**config.mk**
```make
export PLATFORM = sky130hd
export DESIGN_NAME = detector_bank_hit_unpacker
export DESIGN_NICKNAME = d
export VERILOG_FILES = /design/src/rtl/core/dbhu_pkg.sv /design/src/rtl/core/dbhu_parser.sv /design/src/rtl/core/dbhu_out_queue.sv /design/src/rtl/core/detector_bank_hit_unpacker.sv
export SDC_FILE = /design/constraint.sdc
export NUM_CORES = 1
export LEC_CHECK = 0
export ABC_AREA = 1
export CAP_MARGIN = 25
export CELL_PAD_IN_SITES_DETAIL_PLACEMENT = 1
export CELL_PAD_IN_SITES_GLOBAL_PLACEMENT = 1
export CORE_MARGIN = 1.5
export CORE_UTILIZATION = 54
export DETAILED_ROUTE_END_ITERATION = 8
export DONT_BUFFER_PORTS = 1
export HOLD_SLACK_MARGIN = 0.02
export PLACE_DENSITY_LB_ADDON = 0.3
export RECOVER_POWER = 100
export SLEW_MARGIN = 20
export SYNTH_ARGS = -nofsm -noshare
export SYNTH_HDL_FRONTEND = slang
export SYNTH_HIERARCHICAL = 1
export SYNTH_SLANG_ARGS = --single-unit
```
**constraint.sdc**
```tcl
create_clock -name clk -period 9.2 [get_ports clk]
set_input_delay 0.92 -clock clk [delete_from_list [all_inputs] [get_ports clk]]
set_output_delay 0.92 -clock clk [all_outputs]
set_load 0.05 [all_outputs]
```
**src/rtl/core/dbhu_pkg.sv**
```systemverilog
// ----------------------------------------------------------------------------
// dbhu_pkg
// Shared types and constants of the detector bank hit unpacker: parse
// phases, fault codes, register indexes and the result record layout.
// ----------------------------------------------------------------------------
package dbhu_pkg;

    // number of hit groups that follow the preamble
    localparam int GROUPS_PER_BANK_DEFAULT = 4;

    // register reset values
    localparam logic [15:0] MAGIC_VALUE_RESET  = 16'd52171;
    localparam logic [7:0]  SOURCE_LIMIT_RESET = 8'd14;

    // register indexes on the configuration port
    localparam logic CFG_MAGIC_VALUE  = 1'b0;
    localparam logic CFG_SOURCE_LIMIT = 1'b1;

    // header checks
    localparam logic [15:0] MIN_BANK_BYTES = 16'd12;

    // station group boundaries on the source number
    localparam logic [7:0] STATION_BOUND_0 = 8'd4;
    localparam logic [7:0] STATION_BOUND_1 = 8'd6;
    localparam logic [7:0] STATION_BOUND_2 = 8'd8;

    // result kinds
    localparam logic KIND_HIT   = 1'b0;
    localparam logic KIND_ERROR = 1'b1;

    // fault codes
    localparam logic [2:0] FAULT_NONE       = 3'd0;
    localparam logic [2:0] FAULT_BAD_MAGIC  = 3'd1;
    localparam logic [2:0] FAULT_TOO_SHORT  = 3'd2;
    localparam logic [2:0] FAULT_PREAMBLE   = 3'd3;
    localparam logic [2:0] FAULT_BAD_SOURCE = 3'd4;
    localparam logic [2:0] FAULT_LENGTH     = 3'd5;

    // result queue, in entries of one or two records
    localparam int QUEUE_DEPTH = 2;

    typedef enum logic [2:0] {
        PH_IDLE,
        PH_PREAMBLE,
        PH_COUNT,
        PH_HITS,
        PH_DONE
    } phase_t;

    typedef struct packed {
        logic [15:0] magic_value;
        logic [7:0]  source_limit;
    } cfg_t;

    typedef struct packed {
        logic        result_kind;
        logic [11:0] channel_address;
        logic [3:0]  time_value;
        logic [1:0]  station_group;
        logic [1:0]  group_index;
        logic [2:0]  fault_code;
        logic        last_of_run;
    } rec_t;

    // all records caused by one accepted word
    typedef struct packed {
        logic two;
        rec_t r0;
        rec_t r1;
    } pair_t;

endpackage

```
**src/rtl/core/dbhu_parser.sv**
```systemverilog
// ----------------------------------------------------------------------------
// dbhu_parser
// Bank parse state and per-word decode: header checks, preamble skip,
// group counts and hit words, giving up to two records per word.
// ----------------------------------------------------------------------------
module dbhu_parser #(
    parameter int GROUPS_PER_BANK = dbhu_pkg::GROUPS_PER_BANK_DEFAULT
) (
    input  logic              clk,
    input  logic              rst_n,
    input  dbhu_pkg::cfg_t    cfg,
    input  logic              word_valid,
    input  logic [15:0]       bank_word,
    input  logic              first_word,
    input  logic              last_word,
    input  logic [7:0]        source_number,
    input  logic [15:0]       header_magic,
    input  logic [15:0]       bank_bytes,
    output logic              push_valid,
    output dbhu_pkg::pair_t   push_data
);

    localparam logic [3:0] GROUP_COUNT = 4'(GROUPS_PER_BANK);

    dbhu_pkg::phase_t phase_reg, phase_next, phase_mid;
    logic [16:0] words_left_reg, words_left_next, words_left_mid;
    logic [2:0]  group_reg, group_next, group_mid;
    logic [1:0]  station_reg, station_next, station_mid;
    logic        faulted_reg, faulted_next, faulted_mid;

    logic        word_rec_valid;
    logic        word_rec_kind;
    logic [2:0]  word_rec_code;
    logic        end_rec_valid;

    logic [16:0] pre_sum;
    logic [16:0] pre_len;
    logic [1:0]  station_calc;
    logic [2:0]  header_code;
    logic        group_final;

    // preamble length 2*((w+3)/2) words, first word included
    assign pre_sum = {1'b0, bank_word} + 17'd3;
    assign pre_len = {pre_sum[16:1], 1'b0};

    // station group from the source number
    always_comb
    begin
        priority if (source_number < dbhu_pkg::STATION_BOUND_0)
            station_calc = 2'd0;
        else if (source_number < dbhu_pkg::STATION_BOUND_1)
            station_calc = 2'd1;
        else if (source_number < dbhu_pkg::STATION_BOUND_2)
            station_calc = 2'd2;
        else
            station_calc = 2'd3;
    end

    // header checks, first failing one wins
    always_comb
    begin
        priority if (header_magic != cfg.magic_value)
            header_code = dbhu_pkg::FAULT_BAD_MAGIC;
        else if (source_number >= cfg.source_limit)
            header_code = dbhu_pkg::FAULT_BAD_SOURCE;
        else if (bank_bytes < dbhu_pkg::MIN_BANK_BYTES)
            header_code = dbhu_pkg::FAULT_TOO_SHORT;
        else if ({2'b00, bank_bytes[15:1]} < pre_len)
            header_code = dbhu_pkg::FAULT_PREAMBLE;
        else
            header_code = dbhu_pkg::FAULT_NONE;
    end

    assign group_final = ({1'b0, group_reg} + 4'd1) >= GROUP_COUNT;

    // effect of the word itself, before end-of-bank handling
    always_comb
    begin
        phase_mid      = phase_reg;
        words_left_mid = words_left_reg;
        group_mid      = group_reg;
        station_mid    = station_reg;
        faulted_mid    = faulted_reg;
        word_rec_valid = 1'b0;
        word_rec_kind  = dbhu_pkg::KIND_HIT;
        word_rec_code  = dbhu_pkg::FAULT_NONE;
        if (first_word)
        begin
            station_mid = station_calc;
            group_mid   = 3'd0;
            faulted_mid = 1'b0;
            if (header_code != dbhu_pkg::FAULT_NONE)
            begin
                word_rec_valid = 1'b1;
                word_rec_kind  = dbhu_pkg::KIND_ERROR;
                word_rec_code  = header_code;
                faulted_mid    = 1'b1;
                words_left_mid = 17'd0;
                phase_mid      = dbhu_pkg::PH_PREAMBLE;
            end
            else
            begin
                // preamble is at least two words, so one at least remains
                words_left_mid = pre_len - 17'd1;
                phase_mid      = dbhu_pkg::PH_PREAMBLE;
            end
        end
        else if (phase_reg != dbhu_pkg::PH_IDLE && !faulted_reg)
        begin
            unique case (phase_reg)
                dbhu_pkg::PH_PREAMBLE:
                begin
                    words_left_mid = words_left_reg - 17'd1;
                    if (words_left_mid == 17'd0)
                        phase_mid = dbhu_pkg::PH_COUNT;
                end
                dbhu_pkg::PH_COUNT:
                begin
                    words_left_mid = {1'b0, bank_word};
                    if (bank_word == 16'd0)
                    begin
                        if (group_final)
                            phase_mid = dbhu_pkg::PH_DONE;
                        else
                        begin
                            group_mid = group_reg + 3'd1;
                            phase_mid = dbhu_pkg::PH_COUNT;
                        end
                    end
                    else
                        phase_mid = dbhu_pkg::PH_HITS;
                end
                dbhu_pkg::PH_HITS:
                begin
                    word_rec_valid = 1'b1;
                    words_left_mid = words_left_reg - 17'd1;
                    if (words_left_mid == 17'd0)
                    begin
                        if (group_final)
                            phase_mid = dbhu_pkg::PH_DONE;
                        else
                        begin
                            group_mid = group_reg + 3'd1;
                            phase_mid = dbhu_pkg::PH_COUNT;
                        end
                    end
                end
                default:
                begin
                    // word after the last group: overrun
                    word_rec_valid = 1'b1;
                    word_rec_kind  = dbhu_pkg::KIND_ERROR;
                    word_rec_code  = dbhu_pkg::FAULT_LENGTH;
                    faulted_mid    = 1'b1;
                end
            endcase
        end
    end

    // next state: end of bank returns to idle
    always_comb
    begin
        phase_next      = phase_reg;
        words_left_next = words_left_reg;
        group_next      = group_reg;
        station_next    = station_reg;
        faulted_next    = faulted_reg;
        if (word_valid)
        begin
            phase_next      = phase_mid;
            words_left_next = words_left_mid;
            group_next      = group_mid;
            station_next    = station_mid;
            faulted_next    = faulted_mid;
            if (last_word)
            begin
                phase_next      = dbhu_pkg::PH_IDLE;
                words_left_next = 17'd0;
                group_next      = 3'd0;
                faulted_next    = 1'b0;
            end
        end
    end

    // records for this word
    always_comb
    begin
        dbhu_pkg::rec_t word_rec;
        dbhu_pkg::rec_t end_rec;

        // a stray word outside any bank causes nothing, final or not
        end_rec_valid = last_word && !faulted_mid && phase_mid != dbhu_pkg::PH_DONE &&
                        (first_word || phase_reg != dbhu_pkg::PH_IDLE);

        word_rec.result_kind     = word_rec_kind;
        word_rec.channel_address = (word_rec_kind == dbhu_pkg::KIND_HIT) ?
                                   bank_word[11:0] : 12'd0;
        word_rec.time_value      = (word_rec_kind == dbhu_pkg::KIND_HIT) ?
                                   bank_word[15:12] : 4'd0;
        word_rec.station_group   = station_mid;
        word_rec.group_index     = first_word ? 2'd0 : group_reg[1:0];
        word_rec.fault_code      = word_rec_code;
        word_rec.last_of_run     = !end_rec_valid;

        end_rec.result_kind      = dbhu_pkg::KIND_ERROR;
        end_rec.channel_address  = 12'd0;
        end_rec.time_value       = 4'd0;
        end_rec.station_group    = station_mid;
        end_rec.group_index      = group_mid[1:0];
        end_rec.fault_code       = dbhu_pkg::FAULT_LENGTH;
        end_rec.last_of_run      = 1'b1;

        push_valid    = word_valid && (word_rec_valid || end_rec_valid);
        push_data.two = word_rec_valid && end_rec_valid;
        push_data.r0  = word_rec_valid ? word_rec : end_rec;
        push_data.r1  = end_rec;
    end

    // parse state registers
    always_ff @(posedge clk or negedge rst_n)
    begin
        if (!rst_n)
        begin
            phase_reg      <= dbhu_pkg::PH_IDLE;
            words_left_reg <= 17'd0;
            group_reg      <= 3'd0;
            station_reg    <= 2'd0;
            faulted_reg    <= 1'b0;
        end
        else
        begin
            phase_reg      <= phase_next;
            words_left_reg <= words_left_next;
            group_reg      <= group_next;
            station_reg    <= station_next;
            faulted_reg    <= faulted_next;
        end
    end

endmodule

```
**src/rtl/core/dbhu_out_queue.sv**
```systemverilog
// ----------------------------------------------------------------------------
// dbhu_out_queue
// Small queue of record pairs between the parser and the output stream;
// each entry holds the one or two records of one word and is sent a
// record at a time.
// ----------------------------------------------------------------------------
module dbhu_out_queue (
    input  logic              clk,
    input  logic              rst_n,
    input  logic              push_valid,
    input  dbhu_pkg::pair_t   push_data,
    output logic              push_ready,
    output logic              out_valid,
    input  logic              out_ready,
    output dbhu_pkg::rec_t    out_rec
);

    localparam int PTR_W = $clog2(dbhu_pkg::QUEUE_DEPTH);
    localparam int CNT_W = $clog2(dbhu_pkg::QUEUE_DEPTH + 1);
    localparam logic [CNT_W-1:0] DEPTH_CNT = CNT_W'(dbhu_pkg::QUEUE_DEPTH);

    dbhu_pkg::pair_t  entry_reg [dbhu_pkg::QUEUE_DEPTH];
    logic [PTR_W-1:0] wr_ptr_reg, wr_ptr_next;
    logic [PTR_W-1:0] rd_ptr_reg, rd_ptr_next;
    logic [CNT_W-1:0] count_reg, count_next;
    logic             sub_reg, sub_next;
    logic             push;
    logic             pop;
    logic             send;

    // head record, second half once the first has gone
    assign out_valid  = count_reg != '0;
    assign out_rec    = sub_reg ? entry_reg[rd_ptr_reg].r1 : entry_reg[rd_ptr_reg].r0;
    assign push_ready = count_reg != DEPTH_CNT;

    assign push = push_valid && push_ready;
    assign send = out_valid && out_ready;
    assign pop  = send && (sub_reg || !entry_reg[rd_ptr_reg].two);

    // pointer and count update
    always_comb
    begin
        wr_ptr_next = push ? wr_ptr_reg + PTR_W'(1) : wr_ptr_reg;
        rd_ptr_next = pop ? rd_ptr_reg + PTR_W'(1) : rd_ptr_reg;
        sub_next    = sub_reg;
        if (pop)
            sub_next = 1'b0;
        else if (send)
            sub_next = 1'b1;
        count_next = count_reg + CNT_W'(push) - CNT_W'(pop);
    end

    // control registers
    always_ff @(posedge clk or negedge rst_n)
    begin
        if (!rst_n)
        begin
            wr_ptr_reg <= '0;
            rd_ptr_reg <= '0;
            count_reg  <= '0;
            sub_reg    <= 1'b0;
        end
        else
        begin
            wr_ptr_reg <= wr_ptr_next;
            rd_ptr_reg <= rd_ptr_next;
            count_reg  <= count_next;
            sub_reg    <= sub_next;
        end
    end

    // entry storage, no reset needed
    always_ff @(posedge clk)
    begin
        if (push)
            entry_reg[wr_ptr_reg] <= push_data;
    end

endmodule

```
**src/rtl/core/detector_bank_hit_unpacker.sv**
```systemverilog
// ----------------------------------------------------------------------------
// detector_bank_hit_unpacker
// Top level: configuration registers, bank parser and result queue.
// ----------------------------------------------------------------------------
// Takes one bank word per cycle and decodes it in the cycle it is accepted;
// each word yields zero, one or two records (a hit, a header or length
// fault, or a hit followed by a length fault on the final word). Records of
// up to two words wait in the result queue and leave one per cycle, so the
// input keeps a word per cycle as long as the output takes a record per
// cycle on average; s_tready falls only when two words' records are still
// unsent. The result of an accepted word can appear on the output in the
// following cycle.
module detector_bank_hit_unpacker #(
    parameter int GROUPS_PER_BANK = dbhu_pkg::GROUPS_PER_BANK_DEFAULT
) (
    input  logic        clk,
    input  logic        rst_n,
    // configuration write port
    input  logic        cfg_we,
    input  logic        cfg_index,
    input  logic [15:0] cfg_data,
    // bank words in
    input  logic        s_tvalid,
    output logic        s_tready,
    input  logic [55:0] s_tdata,   // bank_word, source_number, header_magic, bank_bytes
    input  logic        s_tuser,   // first_word
    input  logic        s_tlast,   // last_word
    // result records out
    output logic        m_tvalid,
    input  logic        m_tready,
    output logic [23:0] m_tdata,   // channel_address, time_value, station_group,
                                   // group_index, fault_code, zero pad
    output logic        m_tuser,   // result_kind
    output logic        m_tlast    // last_of_run
);

    dbhu_pkg::cfg_t  cfg_reg;
    dbhu_pkg::pair_t push_data;
    dbhu_pkg::rec_t  out_rec;
    logic            push_valid;
    logic            word_valid;

    // configuration registers
    always_ff @(posedge clk or negedge rst_n)
    begin
        if (!rst_n)
        begin
            cfg_reg.magic_value  <= dbhu_pkg::MAGIC_VALUE_RESET;
            cfg_reg.source_limit <= dbhu_pkg::SOURCE_LIMIT_RESET;
        end
        else if (cfg_we)
        begin
            unique case (cfg_index)
                dbhu_pkg::CFG_MAGIC_VALUE:  cfg_reg.magic_value  <= cfg_data;
                dbhu_pkg::CFG_SOURCE_LIMIT: cfg_reg.source_limit <= cfg_data[7:0];
                default:                    cfg_reg              <= cfg_reg;
            endcase
        end
    end

    assign word_valid = s_tvalid && s_tready;

    // word decode and parse state
    dbhu_parser #(
        .GROUPS_PER_BANK (GROUPS_PER_BANK)
    ) u_parser (
        .clk           (clk),
        .rst_n         (rst_n),
        .cfg           (cfg_reg),
        .word_valid    (word_valid),
        .bank_word     (s_tdata[15:0]),
        .first_word    (s_tuser),
        .last_word     (s_tlast),
        .source_number (s_tdata[23:16]),
        .header_magic  (s_tdata[39:24]),
        .bank_bytes    (s_tdata[55:40]),
        .push_valid    (push_valid),
        .push_data     (push_data)
    );

    // result queue
    dbhu_out_queue u_out_queue (
        .clk        (clk),
        .rst_n      (rst_n),
        .push_valid (push_valid),
        .push_data  (push_data),
        .push_ready (s_tready),
        .out_valid  (m_tvalid),
        .out_ready  (m_tready),
        .out_rec    (out_rec)
    );

    // output word packing
    assign m_tdata = {1'b0, out_rec.fault_code, out_rec.group_index,
                      out_rec.station_group, out_rec.time_value,
                      out_rec.channel_address};
    assign m_tuser = out_rec.result_kind;
    assign m_tlast = out_rec.last_of_run;

    // error records carry a fault and no hit payload
    a_error_payload: assert property (@(posedge clk) disable iff (!rst_n)
        m_tvalid && m_tuser == dbhu_pkg::KIND_ERROR |->
            m_tdata[15:0] == 16'd0 && m_tdata[22:20] != dbhu_pkg::FAULT_NONE)
        else $error("error record with hit payload or no fault code");

    // hit records carry no fault
    a_hit_no_fault: assert property (@(posedge clk) disable iff (!rst_n)
        m_tvalid && m_tuser == dbhu_pkg::KIND_HIT |->
            m_tdata[22:20] == dbhu_pkg::FAULT_NONE)
        else $error("hit record with fault code");

    // input back-pressure only while records wait to be sent
    a_stall_has_cause: assert property (@(posedge clk) disable iff (!rst_n)
        !s_tready |-> m_tvalid)
        else $error("input stalled with empty result queue");

endmodule

```
==> results.yml <==
synthesis:
  ys_seq_area_share_pct: 46.4
  yosysTopAreaCell: "edfxtp_1"
  synth_top_area_share_pct: 31.9
  synthMuxAreaShare_pct: 0
  syn_avg_cell_area_um2: 8.84
  synth_top_family_by_area: "simple AND/OR/NAND/NOR gates"
  synth_most_common_cell: "nand2_1"
  synthAdderAreaFrac_pct: 3.65
  synth_area_um2: 9610
  yosys.area_share.simple_pct: 26.1
  synth_area_leaders: "edfxtp_1 (32%), dfrtp_1 (11%), nand2_1 (8.5%)"
  ys_warn_count: 6
  synth_seq_cells: 157
  ys.flop_type: "edfxtp_1"
  synth_xor_area_share_pct: 3.72
  netlist_top_cells_count: "nand2_1 (217), nor2_1 (135), edfxtp_1 (102)"
  synth-compound-area-share_pct: 11.1
  synth_edf_count: 102
  syn_inst: 1087
  synthArstFlopShare_pct: 35.0
  synth_cell_types: 53
detailed_routing:
  wl_mm: 26.3
  drt-initial-drc-count: 395
  vias: 7567
  ant_nets: 0
  wl_per_cell_um: 19.9
  vias_per_cell: 5.73
  drc: 0
  drt_first_pass_iters: 5
clock_tree:
  clock_path_buffers: 2
  numClockSinks: 157
  cts-resized-gates: 0
  clockRootBuffer: "clkbuf_16"
  htree_levels: 4
  cts_hold_buf: 0
  cts_inserted_buffers: 17
  post_cts_buffers: 0
  clk_latency_ps: 440
  clkSlewWorstSetupHoldPaths_ps: 80
  cts_tree: "yes"
min_path:
  min_path_type: "input pin to async pin"
setup_path:
  crit_type: "input pin to flop"
  start_kind: "input pin"
  critPathMaxFanout: 42
  cp.arrival_ps: 6450
  cp_top_family: "simple AND/OR/NAND/NOR gates"
  worstPathCellList: "inv_1 -> ha_1 -> inv_1 -> nand4_1 -> nor2_1 -> inv_1 -> nor2_1 -> nand2_1 -> xor2_1 -> ha_1 -> a21oi_1 -> nor2_1 -> a211oi_1 -> o21ai_0 -> nand3_1 -> nand2_1 -> nand3_1 -> a21oi_1 -> nand2_1 -> a21oi_1 -> nand2_1 -> nor2_1 -> buf_4"
  r2r_slack_ps: 4100
  crit_buf_inv: 4
  slowest_stage: "nor2_1"
  end_kind: "flop"
  slowest_delay_ps: 840
  critPathRequiredTime_ps: 9270
sta:
  worst_slew_pin_slew_ps: 1140
  rsz0062_at_grt: "no"
  fin_tns_setup_ps: 0
  holdWs_ps: 175
  fmax_mhz: 157
  maxSlewHeadroom_pct: 25.3
  setup_slack_ps: 2810
  maxSlewViolCount: 0
  skew_ps: 14.7
  fin_crit_sh_pct: 69.4
  layout_min_cycle_time_ps: 6390
  hold_viol: 0
  setup_viol: 0
floorplanning:
  dieWidth_um: 136
  die_area_um2: 18600
  initial_core_util_pct: 55.4
  boundaryPins: 108
  std_cell_rows: 48
  core_area_um2: 17400
  die_h_um: 136
job:
  maxCapViolations: 0
power_and_ir_drop:
  fin_total_pwr_uw: 3300
  p_sw_uw: 1610
  clock_power_share_pct: 21.8
  leakagePower_uw: 0.00433
  p_seq_share_pct: 31.4
  swShare_pct: 48.9
  p_int_uw: 1690
  vdd_ir_drop_max_mv: 0.226
  power_density_nw_per_um2: 327
  combPwrFrac_pct: 46.8
global_routing:
  antenna_found_initial: 0
  grt_pass1_vias: 8072
  grt_overflow_total: 0
  grt_usage_pct: 29.4
  grt_start_max_net_pins: 56
  grt_pass1_wl_mm: 41.6
placed_design:
  pre_cts_slack_ps: 3760
  dp.cells: 1286
  numPortBuffers: 0
  place_hpwl_mm: 18.9
  place_congestion: 0.871
status:
  status: "completed"
cells_and_area:
  syn2layout_area_growth_pct: 4.83
  drive_gt1_share_pct: 12.4
  fill_cells: 2051
  diodes: 0
  final_cells: 1320
  largest_reg_flops: 102
  layout.nets: 1190
routing by layer:
layer	up-vias	global-route usage (%)	wire length, um
li1	3601	-	-
met1	3712	35.3	10900
met2	205	50.9	13400
met3	49	6.56	1340
met4	0	11.9	716
met5	-	0	0
power groups by stage:
stage	Combinational, uW	Sequential, uW	Clock [uW]
floorplan	1320	998	0
global route	1700	1060	752
finish	1540	1040	718
global placement	1460	1040	0
CTS	1580	1040	728
detailed placement	1560	1050	0
final timing paths:
path	start	end	depth (start not counted)
max	s_tdata[0]	u_out_queue/entry_reg[1][15]	23
min	rst_n	u_parser/words_left_reg[4]	0
max reg2reg	cfg_reg[15]	u_out_queue/entry_reg[1][15]	13
min reg2reg	cfg_reg[22]	cfg_reg[22]	2
max in group asynchronous	rst_n	cfg_reg[23]	0
min in group clk	cfg_reg[22]	cfg_reg[22]	2
placed cells by master, fill, tap and decap left out, drive strengths merged:
master      n
nand2     257
nor2      154
inv       112
edfxtp    102
o21ai     100
nand3      68
dfrtp      42
o22ai      42
xor2       29
ha         28
a21oi      26
clkbuf     23
conb       22
nand4      18
dfstp      13
nor3        8
clkinv      8
nand3b      7
nor4        7
buf         6
o211ai      5
xnor2       5
a211oi      4
clkinvlp    3
nor3b       2
bufinv      1
o21a        1
a21boi      1
and3        1
kinds of logic (layout without fill, tap and decap cells):
kind of cell	count (synthesis)	in the layout
DFF	157	157
AOI/OAI and AO/OA	179	179
buffers and inverters	164	153
other	3	22
and+or+nand+nor	522	522
adders and majority gates	28	28
xor gates and xnor gates	34	34
area by class of cell:
class / count / area (um^2) / area share, %
clock buffers: 17 / 425 / 4.22
flip-flops and latches: 157 / 4460 / 44.2
multi-input cells: 785 / 4250 / 42.2
repair buffers: 12 / 67.6 / 0.671
inverters: 109 / 414 / 4.11
well taps: 225 / 282 / 2.80
clock inverters: 15 / 174 / 1.73
metrics by stage:
step           util, %  area [um^2]
3_5_place_dp      55.4         9620
3_3_place_gp      55.1         9560
5_1_grt           58.0        10100
4_1_cts           58.9        10200
6_report          58.0        10100
2_1_floorplan        -         9680
worst reg2reg max path, cell delays in order, from the launching register on:
cell,delay (ps)
dfstp_2,550
xor2_1,70
nor4_1,370
nand2_1,120
nor2_1,300
nand2_1,160
nor2_1,170
nand3_1,510
a21oi_1,310
nand2_1,110
a21oi_1,320
nand2_1,250
nor2_1,840
buf_4,630
Note: power is estimated with default switching activity, not from simulation.
